$ cat src/afrg_pkg.sv
// ---------------------------------------------------------------------------
// afrg_pkg
// shared types and constants for the additive feedback random generator
// ---------------------------------------------------------------------------
`default_nettype none

package afrg_pkg;

  // default geometry
  localparam int DEGREE_DEF        = 31;
  localparam int SEPARATION_DEF    = 3;
  localparam int WARMUP_FACTOR_DEF = 10;

  localparam int WORD_W = 32;

  // park-miller / schrage constants
  localparam int PROD_W = 34;
  localparam int REM_W  = 17;
  localparam int QUOT_W = 16;

  localparam logic [REM_W:0]               PM_Q     = 18'd127773;
  localparam logic signed [PROD_W-1:0]     PM_MUL   = 34'sd16807;
  localparam logic signed [PROD_W-1:0]     PM_R     = 34'sd2836;
  localparam logic signed [PROD_W-1:0]     PM_MOD   = 34'sd2147483647;

  // divide by q as a multiply by its rounded-up reciprocal; exact for
  // dividends up to 2^31 since the rounding error times 2^31 stays below 2^48
  localparam int RECIP_SHIFT = 48;
  localparam logic [WORD_W-1:0] PM_Q_RECIP =
    WORD_W'(((64'd1 << RECIP_SHIFT) + 64'(PM_Q) - 64'd1) / 64'(PM_Q));

  // item opcodes
  localparam logic OP_NEXT = 1'b0;
  localparam logic OP_SEED = 1'b1;

  typedef enum logic [2:0] {
    ST_IDLE,
    ST_SEED_WR,
    ST_SEED_DIV,
    ST_SEED_MUL,
    ST_SEED_SUB,
    ST_SEED_FIX,
    ST_STEP_READ,
    ST_STEP_ADD
  } afrg_state_t;

endpackage

`default_nettype wire

$ cat src/afrg_divq.sv
// ---------------------------------------------------------------------------
// afrg_divq
// divide by the schrage constant q through a reciprocal multiply, registered
// ---------------------------------------------------------------------------
`default_nettype none

module afrg_divq (
  input  wire logic                        clk,
  input  wire logic                        rst,
  input  wire logic                        start,
  input  wire logic [afrg_pkg::WORD_W-1:0] dividend,
  output logic                             done,
  output logic [afrg_pkg::QUOT_W-1:0]      quot,
  output logic [afrg_pkg::REM_W-1:0]       rem
);
  import afrg_pkg::*;

  localparam int MUL_W = 2 * WORD_W;

  logic              pend;    // product stage holds a dividend
  logic [MUL_W-1:0]  prod;
  logic [WORD_W-1:0] dvd;
  logic [QUOT_W-1:0] q_est;
  logic [WORD_W-1:0] back;

  assign q_est = prod[RECIP_SHIFT +: QUOT_W];
  assign back  = dvd - WORD_W'(q_est) * WORD_W'(PM_Q);

  always_ff @(posedge clk) begin
    if (rst) begin
      pend <= 1'b0;
      done <= 1'b0;
    end else begin
      pend <= start;
      done <= pend;
    end
  end

  // the product register takes the multiply, the output registers take the remainder
  always_ff @(posedge clk) begin
    if (start) begin
      prod <= MUL_W'(dividend) * MUL_W'(PM_Q_RECIP);
      dvd  <= dividend;
    end
    if (pend) begin
      quot <= q_est;
      rem  <= REM_W'(back);
    end
  end

endmodule

`default_nettype wire

$ cat src/afrg_ring.sv
// ---------------------------------------------------------------------------
// afrg_ring
// ring word memory, one write port and two registered read ports
// ---------------------------------------------------------------------------
`default_nettype none

module afrg_ring #(
  parameter int DEPTH  = afrg_pkg::DEGREE_DEF,
  parameter int ADDR_W = $clog2(DEPTH)
) (
  input  wire logic                        clk,
  input  wire logic                        we,
  input  wire logic [ADDR_W-1:0]           waddr,
  input  wire logic [afrg_pkg::WORD_W-1:0] wdata,
  input  wire logic [ADDR_W-1:0]           raddr_a,
  input  wire logic [ADDR_W-1:0]           raddr_b,
  output logic [afrg_pkg::WORD_W-1:0]      rdata_a,
  output logic [afrg_pkg::WORD_W-1:0]      rdata_b
);
  import afrg_pkg::*;

  logic [WORD_W-1:0] mem [DEPTH];

  always_ff @(posedge clk) begin
    if (we) begin
      mem[waddr] <= wdata;
    end
  end

  always_ff @(posedge clk) begin
    rdata_a <= mem[raddr_a];
    rdata_b <= mem[raddr_b];
  end

endmodule

`default_nettype wire

$ cat src/additive_feedback_random_generator.sv
// ---------------------------------------------------------------------------
// additive_feedback_random_generator
// additive lagged fibonacci generator with park-miller seeding and warmup
// ---------------------------------------------------------------------------
//
//  channel   signals                         direction  handshake
//  -------   ------------------------------  ---------  -------------------
//  command   start, opcode, seed, busy       in         start high, busy low
//  result    done, value                     out        done for one cycle
//
// a next item holds busy through a ring read state, then an add and write-back state;
//   done rises in the cycle after the add state; before the first seed a next item
//   gives value 0 in the following cycle with no busy time
// a seed item holds busy while each ring word is written and, but for the last,
//   passed through the reciprocal divide and the schrage multiply, subtract
//   and fold states, and then through the ring read/add loop of the warmup
// rst is synchronous; after it the generator is unseeded
// the result side cannot stall: value is valid only while done is high
// ---------------------------------------------------------------------------
`default_nettype none

module additive_feedback_random_generator #(
  parameter int DEGREE        = afrg_pkg::DEGREE_DEF,
  parameter int SEPARATION    = afrg_pkg::SEPARATION_DEF,
  parameter int WARMUP_FACTOR = afrg_pkg::WARMUP_FACTOR_DEF
) (
  input  wire logic        clk,
  input  wire logic        rst,
  input  wire logic        start,
  output logic             busy,
  input  wire logic        opcode,
  input  wire logic [31:0] seed,
  output logic             done,
  output logic [30:0]      value
);
  import afrg_pkg::*;

  localparam int IDX_W     = $clog2(DEGREE);
  localparam int SEP_MOD   = SEPARATION % DEGREE;
  localparam int WARM_N    = DEGREE * WARMUP_FACTOR;
  localparam int CNT_W     = $clog2(WARM_N + 2);

  // sequencer state
  afrg_state_t state, state_next;

  // ring pointers and status
  logic [IDX_W-1:0] front;
  logic [IDX_W-1:0] rear;
  logic             seeded;
  logic             warm;         // current step belongs to the warmup
  logic [CNT_W-1:0] warm_cnt;     // warmup steps still to run

  // seeding datapath
  logic [IDX_W-1:0]         widx;   // ring word being written
  logic signed [WORD_W-1:0] word;   // current park-miller word
  logic                     neg;
  logic signed [QUOT_W:0]   hi;
  logic signed [REM_W:0]    lo;
  logic signed [PROD_W-1:0] prod;
  logic signed [PROD_W-1:0] prod_fix;

  // ring memory hookup
  logic              ring_we;
  logic [IDX_W-1:0]  ring_waddr;
  logic [WORD_W-1:0] ring_wdata;
  logic [WORD_W-1:0] rdata_a;
  logic [WORD_W-1:0] rdata_b;
  logic [WORD_W-1:0] sum;

  // divider hookup
  logic              div_start;
  logic [WORD_W-1:0] div_dividend;
  logic              div_done;
  logic [QUOT_W-1:0] div_quot;
  logic [REM_W-1:0]  div_rem;

  logic              accept;
  logic [WORD_W-1:0] seed_fixed;
  logic              last_word;

  assign busy       = (state != ST_IDLE);
  assign accept     = start && !busy;
  // a zero seed would lock the park-miller sequence at zero
  assign seed_fixed = (seed == '0) ? WORD_W'(1) : seed;
  assign last_word  = (widx == IDX_W'(DEGREE - 1));
  assign sum        = rdata_a + rdata_b;
  assign prod_fix   = prod + PM_MOD;

  // schrage works on the magnitude; sign is put back after the divide
  assign div_dividend = word[WORD_W-1] ? (~word + 1'b1) : word;

  afrg_ring #(
    .DEPTH  (DEGREE),
    .ADDR_W (IDX_W)
  ) u_ring (
    .clk     (clk),
    .we      (ring_we),
    .waddr   (ring_waddr),
    .wdata   (ring_wdata),
    .raddr_a (front),
    .raddr_b (rear),
    .rdata_a (rdata_a),
    .rdata_b (rdata_b)
  );

  afrg_divq u_divq (
    .clk      (clk),
    .rst      (rst),
    .start    (div_start),
    .dividend (div_dividend),
    .done     (div_done),
    .quot     (div_quot),
    .rem      (div_rem)
  );

  // state register
  always_ff @(posedge clk) begin
    if (rst) begin
      state <= ST_IDLE;
    end else begin
      state <= state_next;
    end
  end

  // next state and ring/divider controls
  always_comb begin
    state_next = state;
    ring_we    = 1'b0;
    ring_waddr = front;
    ring_wdata = sum;
    div_start  = 1'b0;
    unique case (state)
      ST_IDLE: begin
        if (accept) begin
          if (opcode == OP_SEED) begin
            state_next = ST_SEED_WR;
          end else if (seeded) begin
            state_next = ST_STEP_READ;
          end
        end
      end
      ST_SEED_WR: begin
        ring_we    = 1'b1;
        ring_waddr = widx;
        ring_wdata = word;
        if (last_word) begin
          state_next = (WARM_N == 0) ? ST_IDLE : ST_STEP_READ;
        end else begin
          div_start  = 1'b1;
          state_next = ST_SEED_DIV;
        end
      end
      ST_SEED_DIV: begin
        if (div_done) begin
          state_next = ST_SEED_MUL;
        end
      end
      ST_SEED_MUL:  state_next = ST_SEED_SUB;
      ST_SEED_SUB:  state_next = ST_SEED_FIX;
      ST_SEED_FIX:  state_next = ST_SEED_WR;
      ST_STEP_READ: state_next = ST_STEP_ADD;
      ST_STEP_ADD: begin
        ring_we = 1'b1;
        if (warm && (warm_cnt != CNT_W'(1))) begin
          state_next = ST_STEP_READ;
        end else begin
          state_next = ST_IDLE;
        end
      end
      default: state_next = ST_IDLE;
    endcase
  end

  // control registers
  always_ff @(posedge clk) begin
    if (rst) begin
      front    <= '0;
      rear     <= '0;
      seeded   <= 1'b0;
      warm     <= 1'b0;
      warm_cnt <= '0;
      done     <= 1'b0;
    end else begin
      done <= 1'b0;
      unique case (state)
        ST_IDLE: begin
          if (accept && (opcode == OP_NEXT)) begin
            warm <= 1'b0;
            // unseeded next answers at once with zero
            if (!seeded) begin
              done <= 1'b1;
            end
          end
        end
        ST_SEED_WR: begin
          if (last_word) begin
            front    <= IDX_W'(SEP_MOD);
            rear     <= '0;
            seeded   <= 1'b1;
            warm     <= 1'b1;
            warm_cnt <= CNT_W'(WARM_N);
          end
        end
        ST_STEP_ADD: begin
          front <= (front == IDX_W'(DEGREE - 1)) ? '0 : front + 1'b1;
          rear  <= (rear == IDX_W'(DEGREE - 1)) ? '0 : rear + 1'b1;
          if (warm) begin
            warm_cnt <= warm_cnt - 1'b1;
          end else begin
            done <= 1'b1;
          end
        end
        default: ;
      endcase
    end
  end

  // datapath registers
  always_ff @(posedge clk) begin
    unique case (state)
      ST_IDLE: begin
        if (accept) begin
          word  <= seed_fixed;
          widx  <= '0;
          value <= '0;
        end
      end
      ST_SEED_WR: begin
        if (!last_word) begin
          widx <= widx + 1'b1;
        end
        neg <= word[WORD_W-1];
      end
      ST_SEED_DIV: begin
        if (div_done) begin
          hi <= neg ? -$signed({1'b0, div_quot}) : $signed({1'b0, div_quot});
          lo <= neg ? -$signed({1'b0, div_rem}) : $signed({1'b0, div_rem});
        end
      end
      ST_SEED_MUL: prod <= PM_MUL * PROD_W'(lo);
      ST_SEED_SUB: prod <= prod - PM_R * PROD_W'(hi);
      ST_SEED_FIX: begin
        // fold a negative result back into the modulus range
        word <= prod[PROD_W-1] ? prod_fix[WORD_W-1:0] : prod[WORD_W-1:0];
      end
      ST_STEP_ADD: begin
        value <= sum[WORD_W-1:1];
      end
      default: ;
    endcase
  end

  // expected front pointer from the rear pointer and the lag
  logic [IDX_W:0]   lag_sum;
  logic [IDX_W-1:0] lag_front;

  assign lag_sum   = (IDX_W + 1)'(rear) + (IDX_W + 1)'(SEP_MOD);
  assign lag_front = (lag_sum >= (IDX_W + 1)'(DEGREE))
                   ? IDX_W'(lag_sum - (IDX_W + 1)'(DEGREE)) : lag_sum[IDX_W-1:0];

  // a seed item always starts a busy period
  a_seed_busy: assert property (@(posedge clk) disable iff (rst)
    (accept && (opcode == OP_SEED)) |=> busy)
    else $error("seed item did not start the seeding sequence");

  // results before the first seed are zero
  a_unseeded_zero: assert property (@(posedge clk) disable iff (rst)
    (done && !seeded) |-> (value == '0))
    else $error("unseeded result is not zero");

  // front stays ahead of rear by the lag while idle and seeded
  a_lag_kept: assert property (@(posedge clk) disable iff (rst)
    (seeded && (state == ST_IDLE)) |-> (front == lag_front))
    else $error("ring pointers lost their separation");

  // no result is produced in the divide, multiply and fold states of seeding
  a_no_result_seeding: assert property (@(posedge clk) disable iff (rst)
    ((state == ST_SEED_DIV) || (state == ST_SEED_MUL) || (state == ST_SEED_FIX))
      |-> !done)
    else $error("result strobe while seeding");

endmodule

`default_nettype wire
$ cat config.mk
export PLATFORM = sky130hd
export DESIGN_NAME = additive_feedback_random_generator
export DESIGN_NICKNAME = d
export VERILOG_FILES = /design/src/afrg_pkg.sv /design/src/afrg_divq.sv /design/src/afrg_ring.sv /design/src/additive_feedback_random_generator.sv
export SDC_FILE = /design/constraint.sdc
export NUM_CORES = 2
export LEC_CHECK = 0
export BUFFER_PORTS_ARGS = -buffer_cell sky130_fd_sc_hd__buf_2
export CORE_AREA = 4 4 395 397
export CTS_CLUSTER_SIZE = 20
export DETAILED_ROUTE_END_ITERATION = 12
export DIE_AREA = 0 0 399 401
export GPL_TIMING_DRIVEN = 0
export PLACE_DENSITY = 0.74
export SYNTH_ARGS = -nofsm -noshare
export SYNTH_HDL_FRONTEND = slang
export SYNTH_HIERARCHICAL = 1
export SYNTH_SLANG_ARGS = --single-unit
$ cat constraint.sdc
create_clock -name clk -period 18.3 [get_ports clk]
set_input_delay 4.575 -clock clk [delete_from_list [all_inputs] [get_ports clk]]
set_output_delay 4.575 -clock clk [all_outputs]
set_load 0.05 [all_outputs]
### Word level (Yosys, flattened, before mapping)

Memories as Yosys holds them, arrays and structs flattened. A register that Yosys moved wholly into a read port is not among the register bits.
Index checks and enable logic that the tools add are counted.

* add/subtract/negate cells: 11
* $mul: 4
* equal/unequal tests: 18
* mux-type cells: 43
* bitwise gates (word level): 2
* reduce and logical (&&, ||, !) cells: 22

Operators by type and width (number)
* $mux 32: 5
* $pmux 34 s2: 1
* $mul 32x32->64 const B: 1
* $pmux 32 s2: 1
* $pmux 31 s2: 1
* $mux 5: 7
* $mul 16x18->34 const A: 1
* $sub 34x30->34: 1
* $add 32x1->32 const B: 1
* $add 32x32->32: 1
* $add 32x32->32 const B: 1
* $logic_not 32->1: 1
* $not 32->32: 1
* $mux 31: 1
* $pmux 5 s2: 3
* $mul 11x17->28 const A: 1
* $pmux 3 s8: 1
* $mux 3: 6
* $mux 9: 2
* $neg 17->18: 1
* $pmux 9 s2: 1
* $mul 16x17->17 const B: 1
* $mux 17: 1
* $neg 16->17: 1
* other kinds (23): 58

* flip-flop bits (word level): 279
* bits in writable memories: 992
* input port bits: 36
* output and inout port bits: 33
* logic and storage cells: 123
* memories: 1

Memories
* u_ring.mem: depth 31, width 32, rd ports 2, clocked after memory_dff 2, wr ports 1, line afrg_ring.sv:22 `logic [WORD_W-1:0] mem [DEPTH];`

### Logic depth before layout (Yosys ltp)

* depth in word-level cells: 6
* gate-level depth with buffers: 35
* depth with buffers taken out: 35

### Cells and area by module

Netlist, hierarchy kept.

Modules (own cells, without submodules)
* afrg_ring: times used 1, cells each 2595, area an instance 47349.2 um2, seq. area each 31069.8 um2
* afrg_divq: times used 1, cells each 1873, area an instance 20759.9 um2, seq. area each 2021.9 um2
* additive_feedback_random_generator: times used 1, cells each 2226, area an instance 20051.7 um2, seq. area each 4644.5 um2

### Least setup slack after synthesis

Ideal clock, no wire load.

* kind: register to register
* start point: register word[9]
* end point: register u_divq.prod[60] (data pin)
* setup time: 258 ps
* arrival time: 9311 ps
* required time: 18042 ps
* path slack: 8732 ps
* cell stages (with the launch flop): 31
* path buffers: 0
* clock period less this slack: 9568 ps
* cell sequence: edfxtp_1 > or4_1 > or3_1 > or3_1 > or3_1 > inv_2 > nand2_1 > nor4_1 > fa_1 > ha_1 > ha_1 > inv_1 > fa_1 > inv_1 > fa_1 > fa_1 > fa_1 > inv_1 > fa_1 > inv_1 > ha_1 > and3_1 > nand3_4 > o21ai_2 > or4_1 > nand2_2 > o21ai_2 > a41oi_4 > nand2b_2 > a21oi_2 > xnor2_1

* cells in the longest elaborated chain, start to end: 4

RTL lines
* from (decl): line additive_feedback_random_generator.sv:55 `logic signed [WORD_W-1:0] word;`
* from (signal assigned): line additive_feedback_random_generator.sv:223 `word <= seed_fixed;`
* from (signal assigned): line additive_feedback_random_generator.sv:244 `word <= prod[PROD_W-1] ? prod_fix[WORD_W-1:0] : prod[WORD_W-1:0];`
* $not 32->32: line additive_feedback_random_generator.sv:90 `assign div_dividend = word[WORD_W-1] ? (~word + 1'b1) : word;`
* $add 32x1->32: line additive_feedback_random_generator.sv:90
* $mux 32: line additive_feedback_random_generator.sv:90
* net div_dividend[31]: line additive_feedback_random_generator.sv:72 `logic [WORD_W-1:0] div_dividend;`
* $mul 32x32->64: line afrg_divq.sv:42 `prod <= MUL_W'(dividend) * MUL_W'(PM_Q_RECIP);`
* to (signal assigned): line afrg_divq.sv:42
* to (decl): line afrg_divq.sv:21 `logic [MUL_W-1:0] prod;`

The timed path passes the listed nets, and every way through them passes these cells.
A chain may end at the register's enable or synchronous reset.

### Worst setup path in the final report

* start point: register word[0]
* end point: register u_divq.prod[62] (data pin)

Same word-level chain as after synthesis.

==> run metrics <==
Post-synth top cells=edfxtp_1, inv_1, ha_1; # setup viols final=0; Core Region=152000 um^2; register bit total from synthesis=1287; DR WL/cell=34.3 um; Worst EP arrival=11.15 ns; Clock Tree Buf Depth=3; CTS tree=built; Hold Crit Start=rear[4]$_SDFFE_PP0P_; Setup TNS Final=0 ns; status=finished with violations; crit start category=flop; Top Ports=69; Crit path max-delay family=adder cells; Iter 0 DRT Violations=9221; die width=399 um; Worst path max stage delay=0.80 ns; Clock Sinks=1287; EDFF count, synth=1196; hold_buf cts=0; vias in the first global route=62100; Post-CTS Setup Inserts=0; CP dominant cell by count=fa_1; share of the synthesized area in the top cell type=40.7%; Layout Skew=0.0873 ns; DRC=0; failing checks=max-capacitance violations, max-slew violations; Synth Instances=6694; worst-path maximum fanout=12; net count after synthesis=8081; CP Buf/Inv Count=5; unrepaired setup endpoints after global routing=no; nets@finish=8407; synth warn=6; pin slew with the least headroom to its limit=1.67 ns; Total GRT Usage=39.1%; pre-CTS setup slack=7.85 ns; PortBufs=68; Detailed Routing Iterations Pass 1=7; setup ws final=7.66 ns; Final ANT Viol Nets=0; fin. max-slew vios=29; Post-Syn Area per Cell=13.2 um^2; layout cell share with drive strength beyond 1=15.3%; slowest cell on the critical path=edfxtp_1; total grt overflow=0; first-pass GRT wire length=440 mm; CTS Root Cell=clkbuf_16; via-per-instance ratio=6.83; WS Path Type=reg -> reg; fin area=98600 um^2; top-count cell post-synth=edfxtp_1; largest net degree at the start of global routing=35; Die Area=160000 um^2; max_cap viols=4; P&R area growth vs syn=11.8%; Seq/Total Area, Yosys=42.8%; Setup crit start=word[0]$_DFFE_PP_; top cells by area, synth=edfxtp_1, fa_1, ha_1; clk_lat worst skew=0.83 ns; final hold vios=0; initial antenna violation count=17; Hold WC Path Type=reg -> reg; Initial Util=58.0%; CTS Buf Count=139; Cell variety after synth=112; vias post-DR=62700; final worst path period share=58.1%; Synth area leader=edfxtp_1; max frequency=94.0 MHz; Core Rows=143; Post-synth ARST share=0%; post-cts sizing count=0; crit end category=flop; H-tree levels=4; FILL cells=11000; ys flop type=edfxtp_1; worst relative slew slack=-11.5%; final WL=314 mm; Placed Area=94000 um^2; RR Startpoint=word[0]$_DFFE_PP_; Post-Synthesis Cell Area=88200 um^2; gpl congestion=1.03; Die Ht=401 um; Final Critical Period=10.64 ns; Data required, critical path=18.81 ns; dpl hpwl=237 mm; clk slew on worst S/H paths=0.06 ns
-- stage by stage --
step / hold slack (ns) / util (%) / std cells
6_report: 0.512 / 64.9 / 9172
5_1_grt: 0.524 / 64.9 / 9165
4_1_cts: 0.505 / 64.9 / 9164
3_5_place_dp: 0.484 / 61.9 / 8908
3_3_place_gp: 0.475 / 59.9 / 8792
2_1_floorplan: 0.431 / - / 6694
-- layer usage --
metal  part of all wire [%]  GRT usage [%]  vias to the layer above
met5                   0.11           1.39                        -
met4                    6.6           19.2                       18
met3                     17           21.3                     1176
met2                     41           54.1                     4968
met1                     35           49.8                    31300
li1                       -              -                    25200
-- area by class of cell --
class,instances,area [um^2],share of cell area (%)
antenna,7,17.5,0.0178
buffer,245,1380,1.40
clock buffer,170,3630,3.69
clock inverter,86,933,0.947
inverter,952,3570,3.63
multi-input combinational,4210,46200,46.8
sequential,1287,37700,38.3
tap,2030,2540,2.58
timing repair buffer,185,2580,2.61
-- cells in the final DEF (no fill, tap or decap), drive strengths merged, types with 172 or more instances in the layout --
cell type and n:
edfxtp 1196, clkbuf 269, o21ai 238, a21oi 177
inv 958, ha 801, mux4 330, xnor2 172
nor2 205, buf 331, nand2 281, fa 550
mux2i 243
-- state kept, by name, summed over array words and instances, names as in the netlist, 9 cells and up --
register	cells
u_ring/mem	992
prod	34
u_ring/rdata_a	32
u_ring/rdata_b	32
word	32
value	31
lo	18
hi	17
u_divq/prod	17
u_divq/rem	17
u_divq/dvd	16
u_divq/quot	16
warm_cnt	9
-- path summary, 6_finish.rpt --
path / end / slack, ns / cells after the start
worst min register to register: rear[4]$_SDFFE_PP0P_ / 0.51 / 1
worst max-delay path: u_divq/prod[62]$_DFFE_PP_ / 7.66 / 33
worst min-delay path: rear[4]$_SDFFE_PP0P_ / 0.51 / 1
worst max register to register: u_divq/prod[62]$_DFFE_PP_ / 7.66 / 33
-- logic make-up (layout without fill, tap and decap cells) --
logic type,Yosys count,in the layout,synth area share [%]
flops,1287,1287,42.8
compound gates,1026,1026,7.86
buf+inv,1197,1638,5.62
mux,630,630,11.9
simple gates,948,948,5.38
xor+xnor,255,255,2.53
fa+ha+maj,1351,1351,23.9
other cells,0,7,0
Power is not shown: default switching activity piles up to over one toggle a cycle in this logic, so the estimate is an artifact.
